## src/lbsb_pkg.sv

```systemverilog
package lbsb_pkg;

  localparam int NUM_BANDS_DEF    = 8;
  localparam int MAX_BIN_DEF      = 512;
  localparam int SAMPLE_WIDTH_DEF = 32;
  localparam int NUM_OUT          = 8;
  localparam int CNT_W            = 10;
  localparam int H_W              = 12;
  localparam int DT_W             = 10;
  localparam int SENS_W           = 7;
  localparam int SPEED_W          = 9;
  localparam int CFG_W            = 9;
  localparam int CFG_IDX_W        = 1;
  localparam int PEAK_W           = 64;
  localparam int DB_W             = 25;
  localparam logic [18:0] DB_PER_LOG2 = 19'd394566;
  localparam logic [H_W-1:0] HEIGHT_MAX = 12'd2048;
  // x / 960 = (x >> 6) / 15; ceil(2^23 / 15), exact for 19-bit dividends
  localparam logic [19:0] DIV_RECIP = 20'd559241;

  typedef enum logic [CFG_IDX_W-1:0] {
    REG_SENS  = 1'b0,
    REG_SPEED = 1'b1
  } cfg_reg_e;

  // elaboration-time log2 in Q16, same fixed-point scheme as the level path
  function automatic logic [63:0] log2_q16_f(input logic [63:0] x_in);
    logic [63:0] x;
    logic [63:0] m;
    logic [63:0] frac;
    int e;
    begin
      x = (x_in == 64'd0) ? 64'd1 : x_in;
      e = 0;
      frac = 64'd0;
      for (int i = 0; i < 63; i++) begin
        if ((x >> (i + 1)) != 64'd0) e = i + 1;
      end
      if (e <= 30) m = x << (30 - e);
      else m = x >> (e - 30);
      for (int k = 0; k < 16; k++) begin
        m = (m * m) >> 30;
        frac = frac << 1;
        if (m >= (64'd1 << 31)) begin
          m = m >> 1;
          frac = frac | 64'd1;
        end
      end
      return (64'(e) << 16) + frac;
    end
  endfunction

  function automatic int band_start_f(input int nb, input int mb, input int i);
    logic [63:0] top;
    logic [63:0] lim_n;
    int b;
    logic run;
    begin
      top = log2_q16_f(64'(mb));
      lim_n = top * 64'(i);
      b = 1;
      run = 1'b1;
      for (int j = 1; j < mb; j++) begin
        if (run && b == j && log2_q16_f(64'(j + 1)) * 64'(nb) <= lim_n) b = j + 1;
        else run = 1'b0;
      end
      if (i >= nb) b = mb;
      return b;
    end
  endfunction

endpackage

```

## src/lbsb_back.sv

```systemverilog
module lbsb_back #(
  parameter int NUM_BANDS = lbsb_pkg::NUM_BANDS_DEF
) (
  input  logic                              clk_i,
  input  logic                              rst_ni,
  input  logic                              cfg_we_i,
  input  logic [lbsb_pkg::CFG_IDX_W-1:0]    cfg_idx_i,
  input  logic [lbsb_pkg::CFG_W-1:0]        cfg_wdata_i,
  input  logic                              frame_valid_i,
  output logic                              frame_take_o,
  input  logic [lbsb_pkg::PEAK_W-1:0]       frame_peak_i [NUM_BANDS],
  input  logic [lbsb_pkg::DT_W-1:0]         frame_dt_i,
  output logic                              empty_o,
  input  logic                              pop_i,
  output logic [lbsb_pkg::H_W-1:0]          height_o [lbsb_pkg::NUM_OUT]
);

  localparam int BW = $clog2(NUM_BANDS);
  localparam int DW = lbsb_pkg::DB_W;

  typedef enum logic [8:0] {
    ST_IDLE = 9'b000000001,
    ST_LOAD = 9'b000000010,
    ST_SQRT = 9'b000000100,
    ST_NORM = 9'b000001000,
    ST_LOG  = 9'b000010000,
    ST_DB   = 9'b000100000,
    ST_CMP  = 9'b001000000,
    ST_DIV  = 9'b010000000,
    ST_OUT  = 9'b100000000
  } state_e;

  state_e st_q, st_d;
  logic [lbsb_pkg::SENS_W-1:0] sens_q;
  logic [lbsb_pkg::SPEED_W-1:0] speed_q;
  logic [BW-1:0] band_q;
  logic [lbsb_pkg::PEAK_W-1:0] peaks_q [NUM_BANDS];
  logic [12:0] decay_q;
  logic [lbsb_pkg::H_W-1:0] bars_q [NUM_BANDS];
  logic [63:0] v_q, r_q, bit_q;
  logic [32:0] x_q;
  logic [5:0] e_q;
  logic [30:0] m_q;
  logic [15:0] frac_q;
  logic [4:0] cnt_q;
  logic [DW-1:0] db_q, num_q;
  logic out_v_q;
  logic [lbsb_pkg::H_W-1:0] res_q [lbsb_pkg::NUM_OUT];

  logic [63:0] sum, v_nx, r_nx;
  logic [61:0] sq;
  logic [21:0] lq;
  logic [40:0] dbp;
  logic [23:0] thr;
  logic [38:0] qp;
  logic [15:0] quo;
  logic [lbsb_pkg::H_W-1:0] tgt;
  logic [19:0] dec_p;

  always_comb begin
    sum  = r_q + bit_q;
    v_nx = v_q;
    r_nx = r_q >> 1;
    if (v_q >= sum) begin
      v_nx = v_q - sum;
      r_nx = (r_q >> 1) + bit_q;
    end
    sq    = 62'(m_q) * 62'(m_q);
    lq    = {e_q[5:0], frac_q};
    dbp   = 41'(lq) * 41'(lbsb_pkg::DB_PER_LOG2) + 41'd32768;
    thr   = {8'(8'd150 - {1'b0, sens_q}), 16'd0};
    // divide by 960 as (num >> 6) / 15 by reciprocal
    qp    = 39'(num_q[DW-1:6]) * 39'(lbsb_pkg::DIV_RECIP);
    quo   = qp[38:23];
    tgt   = (quo > 16'(lbsb_pkg::HEIGHT_MAX)) ? lbsb_pkg::HEIGHT_MAX : quo[11:0];
    dec_p = 20'(10'd64 + 10'(speed_q)) * 20'(frame_dt_i) + 20'd64;
  end

  assign frame_take_o = (st_q == ST_IDLE) & frame_valid_i;
  assign empty_o = ~out_v_q;
  assign height_o = res_q;

  always_comb begin
    st_d = st_q;
    unique case (st_q)
      ST_IDLE: if (frame_valid_i) st_d = ST_LOAD;
      ST_LOAD: st_d = ST_SQRT;
      ST_SQRT: if (bit_q[0]) st_d = ST_NORM;
      ST_NORM: if (x_q[32]) st_d = ST_LOG;
      ST_LOG:  if (cnt_q == 5'd15) st_d = ST_DB;
      ST_DB:   st_d = ST_CMP;
      ST_CMP:  st_d = ST_DIV;
      ST_DIV:  st_d = (band_q == BW'(NUM_BANDS - 1)) ? ST_OUT : ST_LOAD;
      ST_OUT:  if (!out_v_q) st_d = ST_IDLE;
      default: st_d = ST_IDLE;
    endcase
  end

  always_ff @(posedge clk_i or negedge rst_ni) begin
    if (!rst_ni) begin
      st_q    <= ST_IDLE;
      sens_q  <= 7'd50;
      speed_q <= 9'd128;
      out_v_q <= 1'b0;
      for (int b = 0; b < NUM_BANDS; b++) bars_q[b] <= '0;
    end else begin
      st_q <= st_d;
      if (cfg_we_i) begin
        case (cfg_idx_i)
          lbsb_pkg::REG_SENS:  sens_q  <= cfg_wdata_i[lbsb_pkg::SENS_W-1:0];
          lbsb_pkg::REG_SPEED: speed_q <= cfg_wdata_i[lbsb_pkg::SPEED_W-1:0];
          default: ;
        endcase
      end
      if (st_q == ST_OUT && !out_v_q) out_v_q <= 1'b1;
      else if (pop_i) out_v_q <= 1'b0;
      if (st_q == ST_DIV) begin
        if (db_q > {1'b0, thr} && tgt > bars_q[band_q]) bars_q[band_q] <= tgt;
        else begin
          bars_q[band_q] <= ({1'b0, bars_q[band_q]} > decay_q) ?
                            12'({1'b0, bars_q[band_q]} - decay_q) : '0;
        end
      end
    end
  end

  always_ff @(posedge clk_i) begin
    unique case (st_q)
      ST_IDLE: begin
        band_q  <= '0;
        peaks_q <= frame_peak_i;
        decay_q <= dec_p[19:7];
      end
      ST_LOAD: begin
        v_q   <= peaks_q[band_q];
        r_q   <= '0;
        bit_q <= 64'd1 << 62;
      end
      ST_SQRT: begin
        v_q   <= v_nx;
        r_q   <= r_nx;
        bit_q <= bit_q >> 2;
        x_q   <= r_nx[32:0] + 33'd1;
        e_q   <= 6'd32;
      end
      ST_NORM: begin
        if (!x_q[32]) begin
          x_q <= x_q << 1;
          e_q <= e_q - 1'b1;
        end
        m_q   <= x_q[32:2];
        cnt_q <= '0;
      end
      ST_LOG: begin
        m_q    <= sq[61] ? sq[61:31] : sq[60:30];
        frac_q <= {frac_q[14:0], sq[61]};
        cnt_q  <= cnt_q + 1'b1;
      end
      ST_DB: db_q <= DW'(dbp[40:16]);
      ST_CMP: num_q <= DW'(db_q - DW'(thr) + DW'(480));
      ST_DIV: band_q <= band_q + 1'b1;
      ST_OUT: begin
        if (!out_v_q) begin
          for (int j = 0; j < lbsb_pkg::NUM_OUT; j++)
            res_q[j] <= (j < NUM_BANDS) ? bars_q[j % NUM_BANDS] : '0;
        end
      end
      default: ;
    endcase
  end

endmodule
```

## config.mk

```make
export PLATFORM = sky130hd
export DESIGN_NAME = lbsb_back
export DESIGN_NICKNAME = d
export VERILOG_FILES = /design/src/lbsb_pkg.sv /design/src/lbsb_back.sv
export SDC_FILE = /design/constraint.sdc
export NUM_CORES = 2
export LEC_CHECK = 0
export BUFFER_PORTS_ARGS = -buffer_cell sky130_fd_sc_hd__clkbuf_2
export CAP_MARGIN = 40
export CORE_ASPECT_RATIO = 1.2
export CORE_MARGIN = 2
export CORE_UTILIZATION = 45
export DETAILED_ROUTE_END_ITERATION = 8
export GPL_ROUTABILITY_DRIVEN = 0
export GPL_TIMING_DRIVEN = 0
export HOLD_SLACK_MARGIN = 0.05
export PLACE_DENSITY = 0.73
export SETUP_SLACK_MARGIN = 0.3
export SLEW_MARGIN = 20
export SYNTH_ARGS = -nofsm -noshare
export SYNTH_HDL_FRONTEND = slang
export SYNTH_SLANG_ARGS = --single-unit
```

## constraint.sdc

```tcl
create_clock -name clk_i -period 15.4 [get_ports clk_i]
set_clock_uncertainty 0.05 [all_clocks]
set_input_delay 0 -clock clk_i [delete_from_list [all_inputs] [get_ports clk_i]]
set_output_delay 0 -clock clk_i [all_outputs]
set_load 0.01 [all_outputs]
```

==> results.sh, run 1 <==
export IMPL_placedInstanceArea_mm2=0.0949
export IMPL_synth_mux_area_frac=0.00847
export IMPL_ys_seq_elements=1041
export IMPL_synthFlopType="edfxtp_1"
export IMPL_synth_area_mm2=0.0876
export IMPL_synth_simple_area_share=0.104
export IMPL_synth_top_area_cell="edfxtp_1"
export IMPL_synth_common_cells="inv_1 (1371), fa_1 (933), edfxtp_1 (919)"
export IMPL_yosysTopAreaCellShare=0.315
export IMPL_synth_top_family_by_area="adder cells"
export IMPL_synth_area_per_cell_um2=10.8
export IMPL_grt_pass1_vias=85400
export IMPL_cts_setup_buffers=0
export IMPL_synth_fa_ha_area_frac=0.328
export IMPL_cts_buffer_depth=3
export IMPL_io_buffer_count=626
export IMPL_synthDistinctLibCells=94
export IMPL_synth_area_top_cells="edfxtp_1 (31%), fa_1 (21%), ha_1 (11%), inv_1 (5.9%), dfrtp_1 (3.3%)"
export IMPL_cts_buffers=102
export IMPL_syn_inst=8148
export IMPL_status="stopped before the end"
export IMPL_synthArstFlopShare=0.117
export IMPL_grt_max_degree=119
export IMPL_synth_compound_area_frac=0.102
export IMPL_yosys_cell_count_top_type="inv_1"
export IMPL_dp_hpwl_mm=239
export IMPL_grt_overflow_total=6
export IMPL_rows=177
export IMPL_cts_htree_levels=3
export IMPL_initial_core_util=0.452
export IMPL_synth_xor_area_frac=0.0359
export IMPL_cts_sinks=1041
export IMPL_design_portCount=635
export IMPL_die_h_um=487
export IMPL_root_buffer="clkbuf_16"
export IMPL_dieWidth_um=407
export IMPL_haltStage="global routing"
export IMPL_synth_edf_count=919
export IMPL_grt_pass1_wl_mm=585
export IMPL_syn_nets=10400
export IMPL_yosysWarnings=0
export IMPL_yosysSeqAreaShare=0.350
export IMPL_firstError="[ERROR GRT-0116] Global routing finished with congestion. Check the congestion regions in the DRC Viewer."
export IMPL_grt_usage=0.416
## routing by layer
| layer | GRT overflow | global-route usage |
|---|---|---|
| met5 | 0 | 0.174 |
| met1 | 0 | 0.414 |
| met2 | 1 | 0.558 |
| met3 | 1 | 0.285 |
| met4 | 4 | 0.375 |
## through the flow
stage / hold slack (ps) / setup WS [ps] / setup TNS [ps] / instances
after detailed placement: -89.7 / 4300 / 0 / 11400
after CTS: 50.0 / 4240 / 0 / 12700
after floorplan: -346 / 3440 / 0 / 8148
after global placement: 127 / -228 / -15620 / 11400
## cells by family after synthesis
group	after synthesis
DFF	1041
adders and majority gates	1738
buffers and inverters	1673
AOI/OAI and AO/OA	1354
muxes	70
xor gates and xnor gates	359
and+or+nand+nor	1913
## what timing repair did
item	4_1_cts
endpoints found under the hold margin	656
resized for setup	0
setup endpoints to repair	0
hold buffers	1038
==> run 2, diff against run 1 <==
Settings changed: CORE_ASPECT_RATIO 1.2 to not set, CORE_UTILIZATION 45 to 30, HOLD_SLACK_MARGIN 0.05 to not set, PLACE_DENSITY 0.73 to not set, PLACE_DENSITY_LB_ADDON set to 0.15, SETUP_SLACK_MARGIN 0.3 to not set.
==> results.sh, run 2 <==
export IMPL_synth_edf_count=919
export IMPL_nets=12300
export IMPL_cts_buffer_depth=3
export IMPL_design_portCount=635
export IMPL_rows=198
export IMPL_cts_htree_levels=3
export IMPL_crit_end="x_q[32]"
export IMPL_slew_viol_final=0
export IMPL_synth_xor_area_frac=0.0359
export IMPL_cts_buffers=114
export IMPL_reg2reg_depth=36
export IMPL_hold_viol_final=0
export IMPL_startpoint_type="flip-flop"
export IMPL_clk_latency_ps=820
export IMPL_min_period_over_period=0.749
export IMPL_cts_tree="built"
export IMPL_ys_seq_elements=1041
export IMPL_critPathMaxStageDelay_ps=600
export IMPL_synthDistinctLibCells=94
export IMPL_final_antenna_net_count=0
export IMPL_area_growth_pct=27.7
export IMPL_grt_overflow_total=0
export IMPL_root_buffer="clkbuf_16"
export IMPL_crit_path_max_fanout=10
export IMPL_top_register="peaks_q"
export IMPL_synth_mux_area_frac=0.00847
export IMPL_path_buf_inv=5
export IMPL_fmax_mhz=86.7
export IMPL_worstMarginPinSlew_ps=1200
export IMPL_reg2reg_to="x_q[32]"
export IMPL_cts_setup_buffers=0
export IMPL_timing_rr_start="r_q[2]"
export IMPL_grt_pass1_wl_mm=487
export IMPL_grt_pass1_vias=73300
export IMPL_min_period_ps=11540
export IMPL_cp_num_cells=36
export IMPL_viasPerCell=4.93
export IMPL_yosysWarnings=0
export IMPL_placedInstanceArea_mm2=0.0974
export IMPL_drt_iter0_markers=5435
export IMPL_cts_sinks=1041
export IMPL_grt_setup_unrepaired="false"
export IMPL_synth_area_per_cell_um2=10.8
export IMPL_core_area_mm2=0.291
export IMPL_dr_pass1_iters=5
export IMPL_fin_area_mm2=0.112
export IMPL_syn_nets=10400
export IMPL_status="finished clean"
export IMPL_synth_simple_area_share=0.104
export IMPL_setup_violations=0
export IMPL_cp_top_family="compound AO/OA/AOI/OAI gates"
export IMPL_drc_errors=0
export IMPL_dp_hpwl_mm=270
export IMPL_critPathRequiredTime_ps=15830
export IMPL_maxCapViolations=0
export IMPL_synth_compound_area_frac=0.102
export IMPL_cts_resized=0
export IMPL_grt_max_degree=107
export IMPL_startpoint="r_q[2]"
export IMPL_wirelength_mm=333
export IMPL_largest_register_ffs=512
export IMPL_grt_usage=0.223
export IMPL_arrival_ps=11970
export IMPL_dieWidth_um=544
export IMPL_antenna_found_initial=100
export IMPL_synth_top_family_by_area="adder cells"
export IMPL_synth_common_cells="inv_1 (1371), fa_1 (933), edfxtp_1 (919)"
export IMPL_yosysSeqAreaShare=0.350
export IMPL_relSlewSlack=0.199
export IMPL_critPathKind="reg2reg"
export IMPL_syn_inst=8148
export IMPL_yosys_cell_count_top_type="inv_1"
export IMPL_die_area_mm2=0.296
export IMPL_synth_area_top_cells="edfxtp_1 (31%), fa_1 (21%), ha_1 (11%), inv_1 (5.9%), dfrtp_1 (3.3%)"
export IMPL_synthFlopType="edfxtp_1"
export IMPL_final_cell_mix="inv_1 (1370), dlygate4sd3_1 (1042), fa_1 (933)"
export IMPL_synth_fa_ha_area_frac=0.328
export IMPL_yosysTopAreaCellShare=0.315
export IMPL_vias=69600
export IMPL_die_h_um=544
export IMPL_initial_core_util=0.301
export IMPL_worst_setup_path_end_kind="flip-flop"
export IMPL_routedWlPerCell_um=23.6
export IMPL_min_path_type="in2reg"
export IMPL_cp_slowest_cell="a211oi_1"
export IMPL_clk_pin_slew_ps=60
export IMPL_io_buffer_count=626
export IMPL_synth_top_area_cell="edfxtp_1"
export IMPL_synth_area_mm2=0.0876
export IMPL_final_common_cell="inv_1"
export IMPL_synthArstFlopShare=0.117
export IMPL_rrSetupSlack_ps=3860
export IMPL_drive_above_1_share=0.106
## run 2: cell counts after synthesis
No cell type changed its count.
## run 2: cell type report
cell class                      instances  area (um2)
Fill cell                           28800      179000
Tap cell                             3900        4880
Timing Repair Buffer                 1801       15300
Inverter                             1379        5180
Antenna cell                           68         170
Multi-Input combinational cell       5434       50700
Buffer                                294        1160
Sequential cell                      1041       30700
Clock buffer                          146        3050
Clock inverter                         67         802
## run 2: worst min-delay path by stage
stage	from	end	slack (ps)	depth (start not counted)
2_1_floorplan	rst_ni	bars_q[0]	-350	0
3_3_place_gp	frame_peak_i[302]	peaks_q[302]	130	1
3_5_place_dp	rst_ni	speed_q[8]	-50	1
4_1_cts	frame_peak_i[138]	peaks_q[138]	1	2
5_1_grt	frame_peak_i[135]	peaks_q[135]	20	2
6_report	frame_peak_i[135]	peaks_q[135]	60	2
## run 2: timing repair
item,4_1_cts,5_1_grt
endpoints found under the hold margin,655,2
hold buffers,1041,2
endpoints found under the setup margin,0,0
## run 2: worst register-to-register path: cells and delay by family (launching register included)
family	cells	cell delay (ps)
adders and majority gates	3	1000
buffers and inverters	5	1930
xor gates and xnor gates	2	580
AOI/OAI and AO/OA	18	4870
and+or+nand+nor	8	2300
DFF	1	530
## run 2: metrics by stage
stage / setup TNS [ps] / hold slack, ps / setup slack (ps) / utilization / instances
2_1_floorplan: 0 / -346 / 3440 / - / 8148
3_3_place_gp: -740660 / 127 / -1450 / 0.329 / 12700
3_5_place_dp: 0 / -47.3 / 4070 / 0.335 / 12800
4_1_cts: 0 / 1.35 / 4010 / 0.384 / 14100
5_1_grt: 0 / 21.5 / 2960 / 0.385 / 14100
6_report: 0 / 59.4 / 3860 / 0.385 / 14100
## run 2: per-layer routing
| layer | share of wire | routed length (um) | vias to the layer above | global-route usage |
|---|---|---|---|---|
| li1 | - | - | 31400 | - |
| met1 | 0.42 | 140000 | 35200 | 0.288 |
| met2 | 0.48 | 159000 | 2338 | 0.376 |
| met3 | 0.058 | 19400 | 593 | 0.0347 |
| met4 | 0.042 | 13900 | 44 | 0.0835 |
| met5 | 0.00083 | 275 | - | 0 |
## run 2: kinds of logic (layout without fill, tap and decap cells)
group,Yosys count,in the layout
AND/OR/NAND/NOR,1913,1913
adder cells (fa/ha/maj),1738,1738
buffers and inverters,1673,3687
AO/OA/AOI/OAI,1354,1354
flip-flops,1041,1041
XOR/XNOR,359,359
multiplexers,70,70
other,0,68
Power of run 2 is left out: the tool's default activity adds up to more than one toggle a clock period on the data nets, which glitch-free logic cannot reach.
